--- src/rtl/ggpc_pkg.sv ---
// Shared widths, lane and step types, and the arctangent table of the go-to-goal controller.
package ggpc_pkg;

  // Pipeline depth: one cell per CORDIC iteration or square root digit
  localparam int CORDIC_STEPS = 16;
  localparam int SQRT_STEPS   = 21;
  localparam int N_CELLS      = (CORDIC_STEPS > SQRT_STEPS) ? CORDIC_STEPS : SQRT_STEPS;

  // Field and datapath widths
  localparam int W_COORD = 20;
  localparam int W_MAG   = 19;
  localparam int W_DIFF  = 21;
  localparam int W_CX    = 32;
  localparam int W_Z     = 28;
  localparam int W_SQ    = 42;
  localparam int W_ROOT  = 21;
  localparam int W_SHIFT = 5;
  localparam int W_THRSQ = 2 * W_MAG;
  localparam int W_PROD  = W_MAG + W_ROOT;

  localparam logic [W_MAG-1:0]      FIELD_MAX = '1;
  localparam logic signed [W_Z-1:0] PI_Q24    = 28'sd52707179;

  // Configuration register indexes
  typedef enum logic [2:0] {
    REG_TARGET_X   = 3'd0,
    REG_TARGET_Y   = 3'd1,
    REG_GAIN       = 3'd2,
    REG_MAX_SPEED  = 3'd3,
    REG_ARRIVE_THR = 3'd4,
    REG_TURN_THR   = 3'd5
  } cfg_reg_t;

  // Data that one cell hands to the next
  typedef struct packed {
    logic signed [W_CX-1:0]    x;
    logic signed [W_CX-1:0]    y;
    logic signed [W_Z-1:0]     z;
    logic [W_SQ-1:0]           n;
    logic [W_SQ-1:0]           res;
    logic signed [W_COORD-1:0] head;
    logic                      move;
  } lane_t;

  // Fixed per-cell controls
  typedef struct packed {
    logic                  cordic_en;
    logic                  sqrt_en;
    logic [W_SHIFT-1:0]    shift;
    logic signed [W_Z-1:0] atan;
    logic [W_SQ-1:0]       sbit;
  } step_t;

  // One velocity command, linear speed in the low bits
  typedef struct packed {
    logic [W_MAG-1:0] turn_rate;
    logic [W_MAG-1:0] linear_speed;
  } cmd_t;

  // atan(2^-i) in Q24 radians
  function automatic logic signed [W_Z-1:0] atan_q24(input int i);
    logic signed [W_Z-1:0] v;
    case (i)
      0:  v = 28'sd13176795;
      1:  v = 28'sd7778716;
      2:  v = 28'sd4110060;
      3:  v = 28'sd2086331;
      4:  v = 28'sd1047214;
      5:  v = 28'sd524117;
      6:  v = 28'sd262123;
      7:  v = 28'sd131069;
      8:  v = 28'sd65536;
      9:  v = 28'sd32768;
      10: v = 28'sd16384;
      11: v = 28'sd8192;
      12: v = 28'sd4096;
      13: v = 28'sd2048;
      14: v = 28'sd1024;
      15: v = 28'sd512;
      16: v = 28'sd256;
      17: v = 28'sd128;
      18: v = 28'sd64;
      19: v = 28'sd32;
      20: v = 28'sd16;
      21: v = 28'sd8;
      22: v = 28'sd4;
      23: v = 28'sd2;
      default: v = '0;
    endcase
    return v;
  endfunction

  // Controls for cell i of the chain
  function automatic step_t step_of(input int i);
    step_t s;
    s.cordic_en = (i < CORDIC_STEPS);
    s.sqrt_en   = (i < SQRT_STEPS);
    s.shift     = W_SHIFT'(i);
    s.atan      = atan_q24(i);
    if (i < SQRT_STEPS) begin
      s.sbit = W_SQ'(1) << (2 * (SQRT_STEPS - 1 - i));
    end else begin
      s.sbit = '0;
    end
    return s;
  endfunction

endpackage

--- src/rtl/ggpc_cell.sv ---
// One chain cell: a CORDIC vectoring iteration and a square root digit step, each where its step enables it.
module ggpc_cell (
  input  logic            clk,
  input  logic            rst,
  input  logic            en,
  input  ggpc_pkg::step_t step,
  input  logic            in_valid,
  input  ggpc_pkg::lane_t in_lane,
  output logic            out_valid,
  output ggpc_pkg::lane_t out_lane
);
  import ggpc_pkg::*;

  logic signed [W_CX-1:0] x;
  logic signed [W_CX-1:0] y;
  logic signed [W_CX-1:0] xs;
  logic signed [W_CX-1:0] ys;
  logic [W_SQ:0]          trial;
  lane_t                  lane_next;

  // Rotate toward the x axis and try the next root digit
  always_comb begin
    x         = in_lane.x;
    y         = in_lane.y;
    xs        = x >>> step.shift;
    ys        = y >>> step.shift;
    trial     = {1'b0, in_lane.res} + {1'b0, step.sbit};
    lane_next = in_lane;
    if (step.cordic_en) begin
      if (!y[W_CX-1]) begin
        lane_next.x = x + ys;
        lane_next.y = y - xs;
        lane_next.z = in_lane.z + step.atan;
      end else begin
        lane_next.x = x - ys;
        lane_next.y = y + xs;
        lane_next.z = in_lane.z - step.atan;
      end
    end
    if (step.sqrt_en) begin
      if ({1'b0, in_lane.n} >= trial) begin
        lane_next.n   = in_lane.n - trial[W_SQ-1:0];
        lane_next.res = (in_lane.res >> 1) + step.sbit;
      end else begin
        lane_next.res = in_lane.res >> 1;
      end
    end
  end

  // Hand the lane to the neighbor
  always_ff @(posedge clk) begin
    if (rst) begin
      out_valid <= 1'b0;
    end else if (en) begin
      out_valid <= in_valid;
    end
  end

  always_ff @(posedge clk) begin
    if (en) begin
      out_lane <= lane_next;
    end
  end

endmodule

--- config.mk ---
export PLATFORM = sky130hd
export DESIGN_NAME = ggpc_cell
export DESIGN_NICKNAME = d
export VERILOG_FILES = /design/src/rtl/ggpc_pkg.sv /design/src/rtl/ggpc_cell.sv
export SDC_FILE = /design/constraint.sdc
export NUM_CORES = 1
export LEC_CHECK = 0
export BUFFER_PORTS_ARGS = -buffer_cell sky130_fd_sc_hd__buf_4
export CORE_ASPECT_RATIO = 1.5
export CORE_MARGIN = 2
export CORE_UTILIZATION = 45
export DETAILED_ROUTE_END_ITERATION = 10
export GPL_TIMING_DRIVEN = 0
export PLACE_DENSITY_LB_ADDON = 0.05
export RECOVER_POWER = 50
export SYNTH_ARGS = -nofsm -noshare
export SYNTH_HDL_FRONTEND = slang
export SYNTH_SLANG_ARGS = --single-unit
--- constraint.sdc ---
create_clock -name clk -period 10.96 [get_ports clk]
set_input_delay 2.192 -clock clk [delete_from_list [all_inputs] [get_ports clk]]
set_output_delay 2.192 -clock clk [all_outputs]
set_load 0.02 [all_outputs]
==> impl_metrics.env <==
export IMPL_status="complete, but fails checks"
export IMPL_violations="capacitance limit, slew limit"
export IMPL_final_cell_mix="buf_4, a21oi_1, nor2_1"
export IMPL_core_rowCount=107
export IMPL_criticalPathCategory="input port to register"
export IMPL_cts_setup_buffers=0
export IMPL_slew_violations=201
export IMPL_place_area_sq_um=30300
export IMPL_power_density_nw_per_um2=132
export IMPL_ys_warn_count=0
export IMPL_synth_ff_type="edfxtp_1"
export IMPL_hpwlAfterDp_um=91700
export IMPL_rrSetupSlack_ns=10.30
export IMPL_core_area_sq_um=56600
export IMPL_hold_class="register to register"
export IMPL_grt_max_degree=117
export IMPL_p_leak_nw=12.7
export IMPL_syn_inst=2876
export IMPL_multi_input_area_sq_um=18900
export IMPL_max_slew_margin_pct=-218
export IMPL_fin_hold_ws_ns=0.503
export IMPL_fmax_mhz=92.6
export IMPL_die_width_um=199
export IMPL_start_kind="input port"
export IMPL_fin_ws_ns=0.165
export IMPL_first_iter_violations=2167
export IMPL_antenna_found_initial=7
export IMPL_ys_async_sr_fraction_pct=0
export IMPL_first_pass_iters=5
export IMPL_cts_buffers=17
export IMPL_area_delta_synth_final_pct=18.9
export IMPL_start_util_pct=45.5
export IMPL_globalRouteOverflowTotal=0
export IMPL_final_cells=4143
export IMPL_switching_share_pct=44.8
export IMPL_clock_skew_ns=0
export IMPL_synth_cell_type_count=89
export IMPL_end_kind="register"
export IMPL_synth_cell_area_sq_um=25700
export IMPL_syn_nets=3377
export IMPL_ys_ff_latch=198
export IMPL_die_area_sq_um=59200
export IMPL_wl_per_cell_um=27.8
export IMPL_grt_usage_pct=38.3
export IMPL_clk_latency_ns=0.50
export IMPL_cts_tree="built"
export IMPL_dpl_cell_count=4109
export IMPL_grt_pass1_vias=27000
export IMPL_vias_per_cell=6.39
export IMPL_fin_crit_ns=10.80
export IMPL_seq_area_sq_um=5940
export IMPL_yosysTopAreaCell="edfxtp_1"
export IMPL_pin_count=476
export IMPL_power_frac_seq_pct=25.3
export IMPL_port_buffer_count=469
export IMPL_clkTransAtPathRegs_ns=0.09
export IMPL_wl_um=115000
export IMPL_crit_fanout=10
export IMPL_finalSetupTns_ns=0
export IMPL_place_ws_ns=-0.687
export IMPL_chipHeight_um=297
export IMPL_fillers=5320
export IMPL_cts_buffer_depth=2
export IMPL_yosysSeqAreaShare_pct=23.1
export IMPL_grt_pass1_wl_um=166000
export IMPL_pwr_share_comb_pct=56.5
export IMPL_htreeDepth=4
export IMPL_avgSynthCellArea_sq_um=8.95
export IMPL_worstPathArrival_ns=11.04
export IMPL_setup_viol=0
export IMPL_gp_congestion=1.05
export IMPL_synth_top_cell_area_share_pct=23.0
export IMPL_synth_edf_count=197
export IMPL_post_route_period_util_pct=98.5
export IMPL_final_cell_area_sq_um=30600
export IMPL_peakVddDrop_uv=132
export IMPL_drive_above_1_share_pct=20.5
export IMPL_drc=0
export IMPL_cts_root_buf="clkbuf_16"
export IMPL_internal_power_mw=2.22
export IMPL_cp_required_ns=11.21
export IMPL_synthTopCellsByArea="edfxtp_1, ha_1, mux4_2"
export IMPL_switchingPower_mw=1.81
export IMPL_p_clk_share_pct=18.1
export IMPL_final_hold_viol_count=0
export IMPL_drv_cap=2
export IMPL_clock_sinks=198
export IMPL_final_common_cell="buf_4"
export IMPL_worstMarginPinSlew_ns=4.77
export IMPL_dr_total_vias=26500
export IMPL_final_antenna_net_count=0
export IMPL_nets=3865
## critical path, cell delays in order
cell and delay (ns):
buf_4 0.12, buf_6 0.21, buf_6 0.25, buf_6 0.25
buf_6 0.23, buf_2 0.41, buf_2 0.39, mux2i_1 0.67
o22ai_1 0.20, nor3b_1 0.70, nand3_1 0.26, nor4_2 0.74
a31oi_1 0.36, xor2_1 0.24, ha_1 0.34, inv_1 0.11
o22ai_1 0.09, o21bai_1 0.16, or4_1 0.41, a31o_2 0.26
o21ai_0 0.34, a21oi_1 0.17, and4_1 0.24, a2111oi_1 0.86
xnor3_1 0.47, mux2_2 0.32
## kinds of logic after synthesis
logic type / synth area share [%]
AND/OR/NAND/NOR: 14.6
adder cells (fa/ha/maj): 11.0
XOR/XNOR: 8.76
buffers and inverters: 3.65
multiplexers: 17.2
AO/OA/AOI/OAI: 21.8
flip-flops: 23.1
## flip-flops by register name (all words and copies together), names as in the netlist
signal,count
out_lane,197
out_valid,1
## layer usage
| layer | share of wire [%] | GRT usage [%] | vias up |
|---|---|---|---|
| met3 | 8.9 | 10.6 | 499 |
| met5 | 0.040 | 0 | - |
| li1 | - | - | 11900 |
| met2 | 50 | 67.1 | 1403 |
| met4 | 9.4 | 30.9 | 8 |
| met1 | 32 | 37.1 | 12700 |
## power by group through the flow
stage               Sequential, mW  Clock (mW)  Combinational, mW
finish                        1.02       0.731               2.28
CTS                           1.02       0.742               2.27
detailed placement            1.03           0               2.26
global route                  1.03       0.764               2.44
floorplan                     1.18           0               1.34
global placement              1.03           0               2.22
## final timing paths
check | from | to | depth (start not counted)
hold reg to reg | out_valid | out_valid | 2
setup reg to reg | out_valid | out_valid | 2
setup / recovery | step[70] | out_lane[164] | 26
hold / removal | out_valid | out_valid | 2
## area by class of cell
class | count | area share [%]
Antenna cell | 3 | 0.0245
Multi-Input combinational cell | 2456 | 61.7
Inverter | 90 | 1.10
Timing Repair Buffer | 470 | 10.6
Sequential cell | 198 | 19.4
Clock buffer | 17 | 1.39
Buffer | 131 | 1.98
Clock inverter | 15 | 0.736
Tap cell | 763 | 3.12
## synth_stat cells (all sizes together) (18+ instances only)
| cell type | n |
|---|---|
| nand2b | 32 |
| and3 | 29 |
| o21a | 29 |
| nand2 | 222 |
| and2 | 18 |
| a31oi | 39 |
| ha | 217 |
| mux2i | 99 |
| buf | 54 |
| nand3 | 63 |
| nor2b | 43 |
| a211oi | 33 |
| nor3 | 42 |
| a21oi | 286 |
| xor2 | 90 |
| o21ai | 192 |
| xnor2 | 165 |
| nor2 | 244 |
| a21o | 110 |
| mux4 | 102 |
| mux2 | 98 |
| inv | 87 |
| edfxtp | 197 |
| clkbuf | 78 |
| o21bai | 28 |
## repair_timing
item,CTS,global route
endpoints found under the setup margin,1,1
gates resized for setup,1,3
hold buffers,0,0
## through the flow
stage	power [mW]	util [%]
after floorplan	2.52	-
after global placement	3.26	53.4
after detailed placement	3.29	53.4
after CTS	4.03	54.6
after global routing	4.24	54.0
final	4.03	54.0
Note: power is estimated with default switching activity, not from simulation.
