--- config.mk ---
export PLATFORM = sky130hd
export DESIGN_NAME = ggpc_back
export DESIGN_NICKNAME = d
export VERILOG_FILES = /design/src/rtl/ggpc_pkg.sv /design/src/rtl/ggpc_back.sv
export SDC_FILE = /design/constraint.sdc
export NUM_CORES = 1
export LEC_CHECK = 0
export ABC_AREA = 1
export ABC_CLOCK_PERIOD_IN_PS = 12000
export BUFFER_PORTS_ARGS = -buffer_cell sky130_fd_sc_hd__buf_2
export CORE_MARGIN = 5
export CORE_UTILIZATION = 25
export DETAILED_ROUTE_END_ITERATION = 10
export PLACE_DENSITY = 0.42
export SYNTH_ARGS = -nofsm -noshare
export SYNTH_HDL_FRONTEND = slang
export SYNTH_SLANG_ARGS = --single-unit
export TNS_END_PERCENT = 10
--- constraint.sdc ---
create_clock -name clk -period 12 [get_ports clk]
set_input_delay 0.6 -clock clk [delete_from_list [all_inputs] [get_ports clk]]
set_output_delay 0.6 -clock clk [all_outputs]
set_load 0.02 [all_outputs]
--- src/rtl/ggpc_pkg.sv ---
// Shared widths, lane and step types, and the arctangent table of the go-to-goal controller.
package ggpc_pkg;

  // Pipeline depth: one cell per CORDIC iteration or square root digit
  localparam int CORDIC_STEPS = 16;
  localparam int SQRT_STEPS   = 21;
  localparam int N_CELLS      = (CORDIC_STEPS > SQRT_STEPS) ? CORDIC_STEPS : SQRT_STEPS;

  // Field and datapath widths
  localparam int W_COORD = 20;
  localparam int W_MAG   = 19;
  localparam int W_DIFF  = 21;
  localparam int W_CX    = 32;
  localparam int W_Z     = 28;
  localparam int W_SQ    = 42;
  localparam int W_ROOT  = 21;
  localparam int W_SHIFT = 5;
  localparam int W_THRSQ = 2 * W_MAG;
  localparam int W_PROD  = W_MAG + W_ROOT;

  localparam logic [W_MAG-1:0]      FIELD_MAX = '1;
  localparam logic signed [W_Z-1:0] PI_Q24    = 28'sd52707179;

  // Configuration register indexes
  typedef enum logic [2:0] {
    REG_TARGET_X   = 3'd0,
    REG_TARGET_Y   = 3'd1,
    REG_GAIN       = 3'd2,
    REG_MAX_SPEED  = 3'd3,
    REG_ARRIVE_THR = 3'd4,
    REG_TURN_THR   = 3'd5
  } cfg_reg_t;

  // Data that one cell hands to the next
  typedef struct packed {
    logic signed [W_CX-1:0]    x;
    logic signed [W_CX-1:0]    y;
    logic signed [W_Z-1:0]     z;
    logic [W_SQ-1:0]           n;
    logic [W_SQ-1:0]           res;
    logic signed [W_COORD-1:0] head;
    logic                      move;
  } lane_t;

  // Fixed per-cell controls
  typedef struct packed {
    logic                  cordic_en;
    logic                  sqrt_en;
    logic [W_SHIFT-1:0]    shift;
    logic signed [W_Z-1:0] atan;
    logic [W_SQ-1:0]       sbit;
  } step_t;

  // One velocity command, linear speed in the low bits
  typedef struct packed {
    logic [W_MAG-1:0] turn_rate;
    logic [W_MAG-1:0] linear_speed;
  } cmd_t;

  // atan(2^-i) in Q24 radians
  function automatic logic signed [W_Z-1:0] atan_q24(input int i);
    logic signed [W_Z-1:0] v;
    case (i)
      0:  v = 28'sd13176795;
      1:  v = 28'sd7778716;
      2:  v = 28'sd4110060;
      3:  v = 28'sd2086331;
      4:  v = 28'sd1047214;
      5:  v = 28'sd524117;
      6:  v = 28'sd262123;
      7:  v = 28'sd131069;
      8:  v = 28'sd65536;
      9:  v = 28'sd32768;
      10: v = 28'sd16384;
      11: v = 28'sd8192;
      12: v = 28'sd4096;
      13: v = 28'sd2048;
      14: v = 28'sd1024;
      15: v = 28'sd512;
      16: v = 28'sd256;
      17: v = 28'sd128;
      18: v = 28'sd64;
      19: v = 28'sd32;
      20: v = 28'sd16;
      21: v = 28'sd8;
      22: v = 28'sd4;
      23: v = 28'sd2;
      default: v = '0;
    endcase
    return v;
  endfunction

  // Controls for cell i of the chain
  function automatic step_t step_of(input int i);
    step_t s;
    s.cordic_en = (i < CORDIC_STEPS);
    s.sqrt_en   = (i < SQRT_STEPS);
    s.shift     = W_SHIFT'(i);
    s.atan      = atan_q24(i);
    if (i < SQRT_STEPS) begin
      s.sbit = W_SQ'(1) << (2 * (SQRT_STEPS - 1 - i));
    end else begin
      s.sbit = '0;
    end
    return s;
  endfunction

endpackage

--- src/rtl/ggpc_back.sv ---
// Exit stages: bearing error, speed product, command select and two-entry output buffer.
module ggpc_back (
  input  logic                         clk,
  input  logic                         rst,
  input  logic                         in_valid,
  input  ggpc_pkg::lane_t              in_lane,
  input  logic [ggpc_pkg::W_MAG-1:0]   gain,
  input  logic [ggpc_pkg::W_MAG-1:0]   max_speed,
  input  logic [ggpc_pkg::W_MAG-1:0]   turn_threshold,
  output logic                         room,
  output logic                         m_valid,
  input  logic                         m_ready,
  output ggpc_pkg::cmd_t               m_cmd
);
  import ggpc_pkg::*;

  logic signed [W_Z:0]     zr;
  logic signed [16:0]      bear;
  logic signed [21:0]      err;
  logic signed [21:0]      aerr_full;
  logic                    pv;
  logic                    p_move;
  logic [W_ROOT-1:0]       p_aerr;
  logic [W_PROD-1:0]       p_prod;
  logic [W_PROD-13:0]      lin_raw;
  logic [W_MAG-1:0]        lin;
  logic [W_MAG-1:0]        turn;
  cmd_t                    cmd_new;
  cmd_t                    o0;
  cmd_t                    o1;
  logic [1:0]              count;
  logic                    push;
  logic                    pop;

  // Round the angle to Q12 and take the error against the heading
  assign zr        = {in_lane.z[W_Z-1], in_lane.z} + (W_Z+1)'(2048);
  assign bear      = zr[W_Z:12];
  assign err       = {{5{bear[16]}}, bear} - {{2{in_lane.head[W_COORD-1]}}, in_lane.head};
  assign aerr_full = err[21] ? -err : err;

  always_ff @(posedge clk) begin
    if (rst) begin
      pv <= 1'b0;
    end else if (room) begin
      pv <= in_valid;
    end
  end

  always_ff @(posedge clk) begin
    if (room) begin
      p_move <= in_lane.move;
      p_aerr <= aerr_full[W_ROOT-1:0];
      p_prod <= gain * in_lane.res[W_ROOT-1:0];
    end
  end

  // Choose stop, turn in place or drive
  assign lin_raw = p_prod[W_PROD-1:12];
  assign lin     = (lin_raw > (W_PROD-12)'(max_speed)) ? max_speed : lin_raw[W_MAG-1:0];
  assign turn    = (p_aerr > W_ROOT'(FIELD_MAX)) ? FIELD_MAX : p_aerr[W_MAG-1:0];

  always_comb begin
    cmd_new = '0;
    if (p_move) begin
      if (p_aerr > W_ROOT'(turn_threshold)) begin
        cmd_new.turn_rate = turn;
      end else begin
        cmd_new.linear_speed = lin;
      end
    end
  end

  // Output buffer: hold up to two commands
  assign room    = (count != 2'd2);
  assign push    = room && pv;
  assign m_valid = (count != 2'd0);
  assign pop     = m_valid && m_ready;
  assign m_cmd   = o0;

  always_ff @(posedge clk) begin
    if (rst) begin
      count <= 2'd0;
    end else begin
      case ({push, pop})
        2'b10:   count <= count + 2'd1;
        2'b01:   count <= count - 2'd1;
        default: count <= count;
      endcase
    end
  end

  always_ff @(posedge clk) begin
    case ({push, pop})
      2'b10: begin
        if (count == 2'd0) begin
          o0 <= cmd_new;
        end else begin
          o1 <= cmd_new;
        end
      end
      2'b01:   o0 <= o1;
      2'b11:   o0 <= cmd_new;
      default: o0 <= o0;
    endcase
  end

endmodule

==> Flow_metrics.wiki, run 1 <==
{| class="wikitable"
! Metric !! Value
|-
| Result of the run || complete, no violations
|-
| Top area cells in the synthesized netlist || fa_1 29%, edfxtp_1 17%, nand2_1 14%
|-
| Clock Root Buffer || clkbuf_16
|-
| Row Count || 109
|-
| Most used DFF post-synth || edfxtp_1
|-
| Count of H-tree levels built during CTS || 4
|-
| Placed wire-length estimate after detailed placement || 50.91 mm
|-
| Buffer depth of the longest clock path || 2
|-
| Critical path peak fanout || 21
|-
| Class of the tightest hold or removal check || input port to flop
|-
| Top-count cell post-synth || nand2_1
|-
| Final period util || 53.99%
|-
| Clock net sink count || 129
|-
| Yosys Warn Count || 0
|-
| Post-CTS Setup Bufs || 0
|-
| Number of global-route vias before repair || approximately 18000
|-
| Worst Tran Pin Value || between 1 and 1.5 ns
|-
| Largest net degree at the start of global routing || 58
|-
| Die Ht || 307.7 um
|-
| Slew HR || around 25%
|-
| Library cell occupying the most area in the post-synthesis netlist || fa_1
|-
| Synthesized instance count || 2941
|-
| Starting utilization of the core area || 25.14%
|-
| First-pass GRT wire length || 103.0 mm
|-
| Num CTS Buffers || 17
|-
| Width of the chip || 307.7 um
|-
| Total buffers and inverters traversed by the critical path || 7
|-
| Grt ovf || 0
|-
| CP cell instances || buf_2 > nand2_1 > fa_1 > inv_1 > fa_1 > inv_1 > fa_1 > inv_1 > fa_1 > fa_1 > inv_1 > fa_1 > inv_1 > ha_1 > nand2_1 > nor2_1 > inv_1 > nor4_1 > nand4_1 > nand3_1 > xor2_1
|-
| Routed WL || 64.22 mm
|-
| Resized Gates After CTS || 0
|-
| Upper clock frequency limit || 154.4 MHz
|-
| Finished Core Util || between 20 and 30%
|-
| Final-layout fill cell count || 9843
|-
| Cell variety after synth || 40
|-
| Port bufs || approximately 160
|-
| Element type at the critical path end || flop
|-
| Setup-violating endpoint count in the final report || 0
|-
| Final worst clock skew || 0.006671 ns
|-
| Post-synthesis net count || around 3700
|-
| # IOs || 298
|-
| Antenna Violating Nets Remaining || 0
|-
| Sum of negative setup slack || 0 ns
|-
| Cell type of the slowest stage on the worst timing path || fa_1
|-
| Synth Cell Area || 0.02215 mm2
|-
| Unrepaired setup endpoints after global routing || no
|-
| Core footprint || 0.08810 mm2
|-
| Router iterations before antenna repair || 7
|-
| Global placer's final weighted congestion || 0.8167
|-
| Detailed Route Iter0 Violations || 811
|-
| Share of post-route cells with drive strength above 1 || 7.124%
|-
| Arrival time at the worst endpoint || 6.73 ns
|-
| Number of enable flip-flop cells after synthesis || 126
|-
| Final hold violation count || 0
|-
| Area delta synth->final || 11.25%
|-
| Clock-pin slew reported for the worst setup and hold paths after clock tree synthesis || 0.06 ns
|-
| Max incr delay on CP || 0.58 ns
|-
| Total number of nets in the final design || 3782
|-
| Number of design rule violations left after detail routing || 0
|-
| Die area || 0.09465 mm2
|-
| Top-area cell type share of the netlist area || 29.10%
|-
| Max-cap violations || 0
|-
| Sequential fraction of the synthesis area || 17.35%
|-
| Cell family contributing the most delay on the critical path || adder cells
|-
| CP Class || input port to flop
|-
| Kind of start point of the critical path || input port
|-
| Mean routed wirelength per cell || between 15 and 20 um
|-
| Hold-fix buffers at CTS || 0
|-
| Synthesis-stage register bit count || 129
|-
| Clock latency on the worst-skew pair || about 0.42 ns
|-
| Final-report max-slew violation count || 0
|-
| Via count || 17550
|-
| Final critical delay including setup and external delays || 6.478 ns
|-
| Most numerous cell types in the synthesized netlist || 831 x nand2_1, 814 x inv_1, 322 x fa_1, 183 x ha_1, 153 x nor2_1
|-
| Combined global-route utilization of all metal layers || roughly 14%
|-
| Post-synth ARST share || 0%
|-
| CTS tree || yes
|-
| Avg Vias per Cell || 4.179
|-
| Average instance area after synthesis || 7.531 um2
|-
| Data required time at the worst endpoint || 12.25 ns
|-
| Initial antenna violation count || 6
|}
==> flip-flops by register name, indices dropped and copies added, names as in the netlist <==
register / cells
m_cmd: 38
o1: 38
p_prod: 28
p_aerr: 21
count: 2
p_move: 1
pv: 1
==> final timing paths <==
check	from	to	slack, ns	cells past startpoint
worst min register to register	count[1]$_SDFFE_PP0P_	count[1]$_SDFFE_PP0P_	0.51	2
worst min-delay path	in_lane[0]	p_move$_DFFE_PN_	0.36	1
worst max-delay path	gain[4]	p_prod[37]$_DFFE_PN_	5.52	21
worst max register to register	p_prod[30]$_DFFE_PN_	m_cmd[18]$_DFFE_PP_	8.88	11
==> per-stage QoR <==
stage / hold WS, ns / area (um2) / worst slack [ns] / std cells
after floorplan: 0.4529 / 22150 / 5.978 / 2941
after global placement: 0.4982 / 24040 / 5.097 / 4165
after detailed placement: 0.5024 / 24040 / 5.037 / 4165
after CTS: 0.3351 / 24640 / 5.494 / 4197
after global routing: 0.3434 / 24640 / 5.345 / 4197
final: 0.3558 / 24640 / 5.522 / 4198
==> cells by family after synthesis <==
logic type               Yosys count  share of synthesized area [%]
AND/OR/NAND/NOR                 1169                          21.34
XOR/XNOR                          54                          2.135
buffers and inverters            923                          15.79
AO/OA/AOI/OAI                    161                          3.937
flip-flops                       129                          17.35
adder cells (fa/ha/maj)          505                          39.44
==> placed cells by master, fill, tap and decap left out, types with 8 or more instances in the layout <==
cell type,n
a21oi_1,79
a31oi_1,8
buf_2,159
clkbuf_16,17
edfxtp_1,126
fa_1,322
ha_1,183
inv_1,813
nand2_1,831
nand2_2,9
nand3_1,98
nand4_1,39
nor2_1,152
nor3_1,15
o21ai_0,52
xnor2_1,14
xor2_1,40
==> layer usage <==
layer | part of all wire (%) | track usage, % | wire length, um | vias up
li1 | - | - | - | 8808
met4 | 1.7 | 2.733 | 1100 | 2
met5 | 0.011 | 0 | 7 | -
met2 | 47 | 23.50 | 30200 | 298
met1 | 48 | 19.03 | 30880 | 8370
met3 | 3.2 | 1.093 | 2028 | 67
==> area by class of cell <==
type                       count  area (um2)  area share (%)
clock inverter                13       167.7          0.6804
sequential                   129        3844           15.60
timing repair buffer         166       848.3           3.442
clock buffer                  19       432.9           1.757
tap                         1165        1458           5.915
multi-input combinational   1889       14830           60.17
inverter                     816        3063           12.43
antenna                        1       2.502         0.01015
Power of run 1 is not shown: default switching activity piles up to over one toggle a cycle in this logic, so the estimate is an artifact.
==> run 2: changes to the inputs <==
- ABC_CLOCK_PERIOD_IN_PS: 12000 -> 6300
- clock period: 12 -> 6.3 ns (I/O delays scaled with it)
==> Flow_metrics.wiki, run 2 (same netlist as run 1, synthesis figures left out) <==
{| class="wikitable"
! Metric !! Value
|-
| Global placer's final weighted congestion || 0.8186
|-
| Most frequent standard cell in the layout excluding fill and tap cells || nand2_1
|-
| Top library cells by usage in the layout, fill and taps aside || 831 x nand2_1, 813 x inv_1, 322 x fa_1
|-
| Initial antenna violation count || 6
|-
| Slew HR || 25.37%
|-
| Clock Root Buffer || clkbuf_16
|-
| CP Class || input port to flop
|-
| Area delta synth->final || 12.74%
|-
| Resized Gates After CTS || 0
|-
| Count of H-tree levels built during CTS || 4
|-
| First-pass GRT wire length || 101.1 mm
|-
| Via count || roughly 17000
|-
| Finished Core Util || 28.35%
|-
| Die Ht || 307.7 um
|-
| Mean routed wirelength per cell || 14.59 um
|-
| Routed WL || between 60 and 70 mm
|-
| Final critical delay including setup and external delays || between 5 and 6 ns
|-
| Setup-violating endpoint count in the final report || 0
|-
| Final worst clock skew || between 0.01 and 0.015 ns
|-
| Unrepaired setup endpoints after global routing || no
|-
| Final period util || 91.14%
|-
| Die area || 0.09465 mm2
|-
| Result of the run || complete, no violations
|-
| Worst Tran Pin Value || between 1 and 1.5 ns
|-
| Critical path peak fanout || 18
|-
| Hold-fix buffers at CTS || 0
|-
| Element type at the critical path end || flop
|-
| Arrival time at the worst endpoint || 5.91 ns
|-
| Combined global-route utilization of all metal layers || approximately an eighth
|-
| Clock latency on the worst-skew pair || 0.43 ns
|-
| Row Count || 109
|-
| Kind of start point of the critical path || input port
|-
| Number of global-route vias before repair || 18390
|-
| Width of the chip || 307.7 um
|-
| Cell family contributing the most delay on the critical path || adder cells
|-
| Data required time at the worst endpoint || approximately 6.5 ns
|-
| Most frequent cell on the critical path || fa_1
|-
| Max-cap violations || 0
|-
| Class of the tightest hold or removal check || input port to flop
|-
| Worst-case hold slack || between 0.07 and 0.08 ns
|-
| Total buffers and inverters traversed by the critical path || 6
|-
| Sum of negative setup slack || 0 ns
|-
| Max incr delay on CP || approximately 0.57 ns
|-
| Starting utilization of the core area || 25.14%
|-
| Final-layout fill cell count || ~9800
|-
| Placed wire-length estimate after detailed placement || 52.40 mm
|-
| Buffer depth of the longest clock path || 2
|-
| Area taken by multi-input logic gates || 0.01483 mm2
|-
| FF+latch area || roughly 0.0038 mm2
|-
| Core footprint || approximately 0.088 mm2
|-
| Detailed Route Iter0 Violations || 710
|-
| Final hold violation count || 0
|-
| Total number of nets in the final design || 3827
|-
| Largest net degree at the start of global routing || between 50 and 60
|-
| Clock-pin slew reported for the worst setup and hold paths after clock tree synthesis || 0.05 ns
|-
| # IOs || 298
|-
| Clock net sink count || around 130
|-
| Post-CTS Setup Bufs || 0
|-
| Upper clock frequency limit || between 150 and 200 MHz
|-
| Avg Vias per Cell || 4.101
|-
| Port bufs || 159
|-
| Grt ovf || 0
|-
| Final-report max-slew violation count || 0
|-
| Number of design rule violations left after detail routing || 0
|-
| Router iterations before antenna repair || 5
|-
| Cell type of the slowest stage on the worst timing path || fa_1
|-
| Num CTS Buffers || 17
|-
| CTS tree || yes
|-
| CP cell instances || buf_2 > nand2_1 > fa_1 > inv_1 > fa_1 > inv_1 > fa_1 > inv_1 > fa_1 > fa_1 > inv_1 > fa_1 > inv_1 > ha_1 > a21oi_1 > o21ai_0 > nand2_1 > nand2_1 > a31oi_1 > nand3_1 > xor2_1
|-
| Antenna Violating Nets Remaining || 0
|-
| Share of post-route cells with drive strength above 1 || ~8.5%
|}
run 2: cell types whose count changed in the layout (fill, tap and decap cells not counted), sizes merged:
cell / change
clkinv: -1
diode: +2
clkinvlp: +1
bufinv: -1
buf: +45
run 2: final timing paths:
path | start | end | slack [ns] | cells past startpoint
setup / recovery | gain[9] | p_prod[38]$_DFFE_PN_ | 0.56 | 21
hold / removal | in_lane[0] | p_move$_DFFE_PN_ | 0.07 | 1
setup reg to reg | p_aerr[6]$_DFFE_PN_ | o1[0]$_DFFE_PP_ | 3.18 | 8
hold reg to reg | o1[23]$_DFFE_PP_ | m_cmd[23]$_DFFE_PP_ | 0.51 | 2
run 2: per-layer routing:
layer	vias to the layer above	wire, um	GRT usage, %	part of all wire [%]
met5	-	11	0	0.018
met4	2	678	2.375	1.1
met3	46	1528	1.121	2.5
met2	205	29290	22.72	47
met1	8251	30410	18.85	49
li1	8902	-	-	-
run 2: worst reg2reg max path, delay by kind of cell, from the launching register on:
kind | cells | cell delay, ns
adder cells (fa/ha/maj) | 1 | 0.32
buffers and inverters | 2 | 0.89
flip-flops | 1 | 0.43
AND/OR/NAND/NOR | 5 | 1.33
run 2: per-stage QoR:
stage | instance area [um2] | cells | setup slack [ns]
final | 24970 | 4244 | 0.5583
after global routing | 24970 | 4242 | 0.2616
after CTS | 24970 | 4241 | 0.5589
after detailed placement | 24390 | 4210 | 0.08344
after global placement | 24390 | 4210 | 0.1063
after floorplan | 22150 | 2941 | 0.5626
run 2: area by class of cell:
class	count	share of cell area, %
sequential	129	15.39
tap	1165	5.837
multi-input combinational	1889	59.37
timing repair buffer	211	4.800
inverter	816	12.27
clock inverter	12	0.5712
clock buffer	19	1.734
antenna	3	0.03006
Power of run 2 is left out for the same reason.
==> run 3: changes to the inputs <==
- CORE_UTILIZATION: 25 -> 49
- PLACE_DENSITY: 0.42 -> 0.71
==> Flow_metrics.wiki, run 3 (same netlist as run 1, synthesis figures left out) <==
{| class="wikitable"
! Metric !! Value
|-
| Result of the run || complete, no violations
|-
| Most frequent standard cell in the layout excluding fill and tap cells || nand2_1
|-
| Via count || 18420
|-
| Post-CTS Setup Bufs || 0
|-
| Slack of the worst reg-to-reg path || 3.24 ns
|-
| Final hold violation count || 0
|-
| Final critical delay including setup and external delays || 5.722 ns
|-
| Finished Core Util || 53.12%
|-
| Initial antenna violation count || 2
|-
| Area delta synth->final || 8.123%
|-
| Hold-fix buffers at CTS || 0
|-
| Largest net degree at the start of global routing || a little under 60
|-
| Avg Vias per Cell || 5.057
|-
| CTS tree || yes
|-
| Global placer's final weighted congestion || 0.8713
|-
| Cell type of the slowest stage on the worst timing path || fa_1
|-
| Upper clock frequency limit || 174.8 MHz
|-
| Number of global-route vias before repair || 18980
|-
| Origin of the worst min-delay path || in_lane[0]
|-
| Endpoint with the worst hold slack || p_move$_DFFE_PN_
|-
| Final worst clock skew || 0.01067 ns
|-
| Max incr delay on CP || 0.55 ns
|-
| Grt ovf || 0
|-
| CP Class || input port to flop
|-
| Placed wire-length estimate after detailed placement || 45.37 mm
|-
| Reg2Reg Launch Point || p_prod[30]$_DFFE_PN_
|-
| Combined global-route utilization of all metal layers || 22.53%
|-
| Die area || 0.04956 mm2
|-
| Antenna Violating Nets Remaining || 0
|-
| Width of the chip || 222.6 um
|-
| Share of post-route cells with drive strength above 1 || 7.498%
|-
| Resized Gates After CTS || 0
|-
| Mean routed wirelength per cell || between 15 and 20 um
|-
| Endpoint of the lowest-slack register-to-register path || m_cmd[5]$_DFFE_PP_
|-
| Row Count || 78
|-
| Num CTS Buffers || 17
|-
| Kind of start point of the critical path || input port
|-
| Core footprint || 0.04509 mm2
|-
| Clock net sink count || approximately 130
|-
| Sum of negative setup slack || 0 ns
|-
| Clock Root Buffer || clkbuf_16
|-
| Max-cap violations || 0
|-
| First-pass GRT wire length || 92.81 mm
|-
| Most frequent cell on the critical path || fa_1
|-
| Class of the tightest hold or removal check || input port to flop
|-
| Setup-violating endpoint count in the final report || 0
|-
| Slew HR || 22.52%
|-
| # IOs || around 300
|-
| Number of design rule violations left after detail routing || 0
|-
| Worst setup slack before clock tree synthesis || 0.1975 ns
|-
| Arrival time at the worst endpoint || 5.87 ns
|-
| Register-to-Register Path Depth || 11
|-
| Clock-pin slew reported for the worst setup and hold paths after clock tree synthesis || 0.05 ns
|-
| Detailed Route Iter0 Violations || 1173
|-
| Router iterations before antenna repair || 6
|-
| Routed WL || 55.15 mm
|-
| Starting utilization of the core area || 49.13%
|-
| Hold path cells || 1
|-
| Port bufs || 159
|-
| Fin worst setup slack || 0.5784 ns
|-
| Final period util || between 90% and 100%
|-
| Worst Tran Pin Value || 1.161 ns
|-
| Final-report max-slew violation count || 0
|-
| CP cell instances || buf_2 > buf_4 > nand2_1 > inv_1 > fa_1 > fa_1 > inv_1 > fa_1 > inv_1 > fa_1 > fa_1 > inv_1 > fa_1 > inv_1 > ha_1 > a21o_1 > a31oi_1 > nand2_1 > nor2_1 > o21ai_0 > a21oi_1 > xnor2_1
|-
| Element type at the critical path end || flop
|-
| Count of H-tree levels built during CTS || 4
|-
| Top library cells by usage in the layout, fill and taps aside || 831 x nand2_1, 813 x inv_1, 322 x fa_1
|-
| Unrepaired setup endpoints after global routing || no
|-
| Buffer depth of the longest clock path || 2
|-
| Critical path peak fanout || 16
|-
| Clock latency on the worst-skew pair || slightly above 0.4 ns
|-
| Die Ht || 222.6 um
|-
| Data required time at the worst endpoint || between 6 and 7 ns
|-
| Total number of nets in the final design || 3791
|}
==> run 3: cell count changes in the layout (fill, tap and decap cells not counted) <==
cell / delta
buf_12: -1
clkinv_1: +1
clkbuf_1: -2
clkinv_4: +4
bufinv_16: -2
diode_2: -2
buf_4: -35
==> run 3: metrics by stage <==
stage | hold WS [ns] | cell area (um2) | cells
after floorplan | 0.3935 | 22150 | 2941
after global placement | 0.4849 | 23400 | 3609
after detailed placement | 0.4952 | 23400 | 3609
after CTS | 0.07277 | 23950 | 3641
after global routing | 0.06869 | 23950 | 3641
final | 0.08245 | 23950 | 3642
==> run 3: worst max path at each step <==
| stage | start | endpoint | slack, ns |
|---|---|---|---|
| 2_1_floorplan | in_lane[28] | p_prod[29]$_DFFE_PN_ | 0.56 |
| 3_3_place_gp | gain[5] | p_prod[29]$_DFFE_PN_ | 0.24 |
| 3_5_place_dp | gain[6] | p_prod[29]$_DFFE_PN_ | 0.20 |
| 4_1_cts | gain[6] | p_prod[29]$_DFFE_PN_ | 0.62 |
| 5_1_grt | gain[5] | p_prod[31]$_DFFE_PN_ | 0.33 |
| 6_report | gain[6] | p_prod[29]$_DFFE_PN_ | 0.58 |
==> run 3: area by class of cell <==
class,instances,area [um2]
sequential,129,3844
clock buffer,17,425.4
fill,4379,21140
inverter,816,3063
antenna,1,2.502
timing repair buffer,175,915.9
multi-input combinational,1889,14830
clock inverter,15,121.4
tap,600,750.7
==> run 3: critical path, delay by kind of cell <==
| family | cells | cell delay [ns] |
|---|---|---|
| adders and majority gates | 7 | 3.44 |
| AOI/OAI and AO/OA | 4 | 0.82 |
| buffers and inverters | 7 | 0.75 |
| and+or+nand+nor | 3 | 0.42 |
| xor gates and xnor gates | 1 | 0.11 |
==> run 3: metal layers <==
| layer | up-vias | global-route usage (%) | wire [um] |
|---|---|---|---|
| met3 | 83 | 2.841 | 3851 |
| met4 | 2 | 5.040 | 999 |
| li1 | 8833 | - | - |
| met5 | - | 0 | 13 |
| met2 | 641 | 39.21 | 26980 |
| met1 | 8858 | 30.29 | 23310 |
Power of run 3 is left out for the same reason.
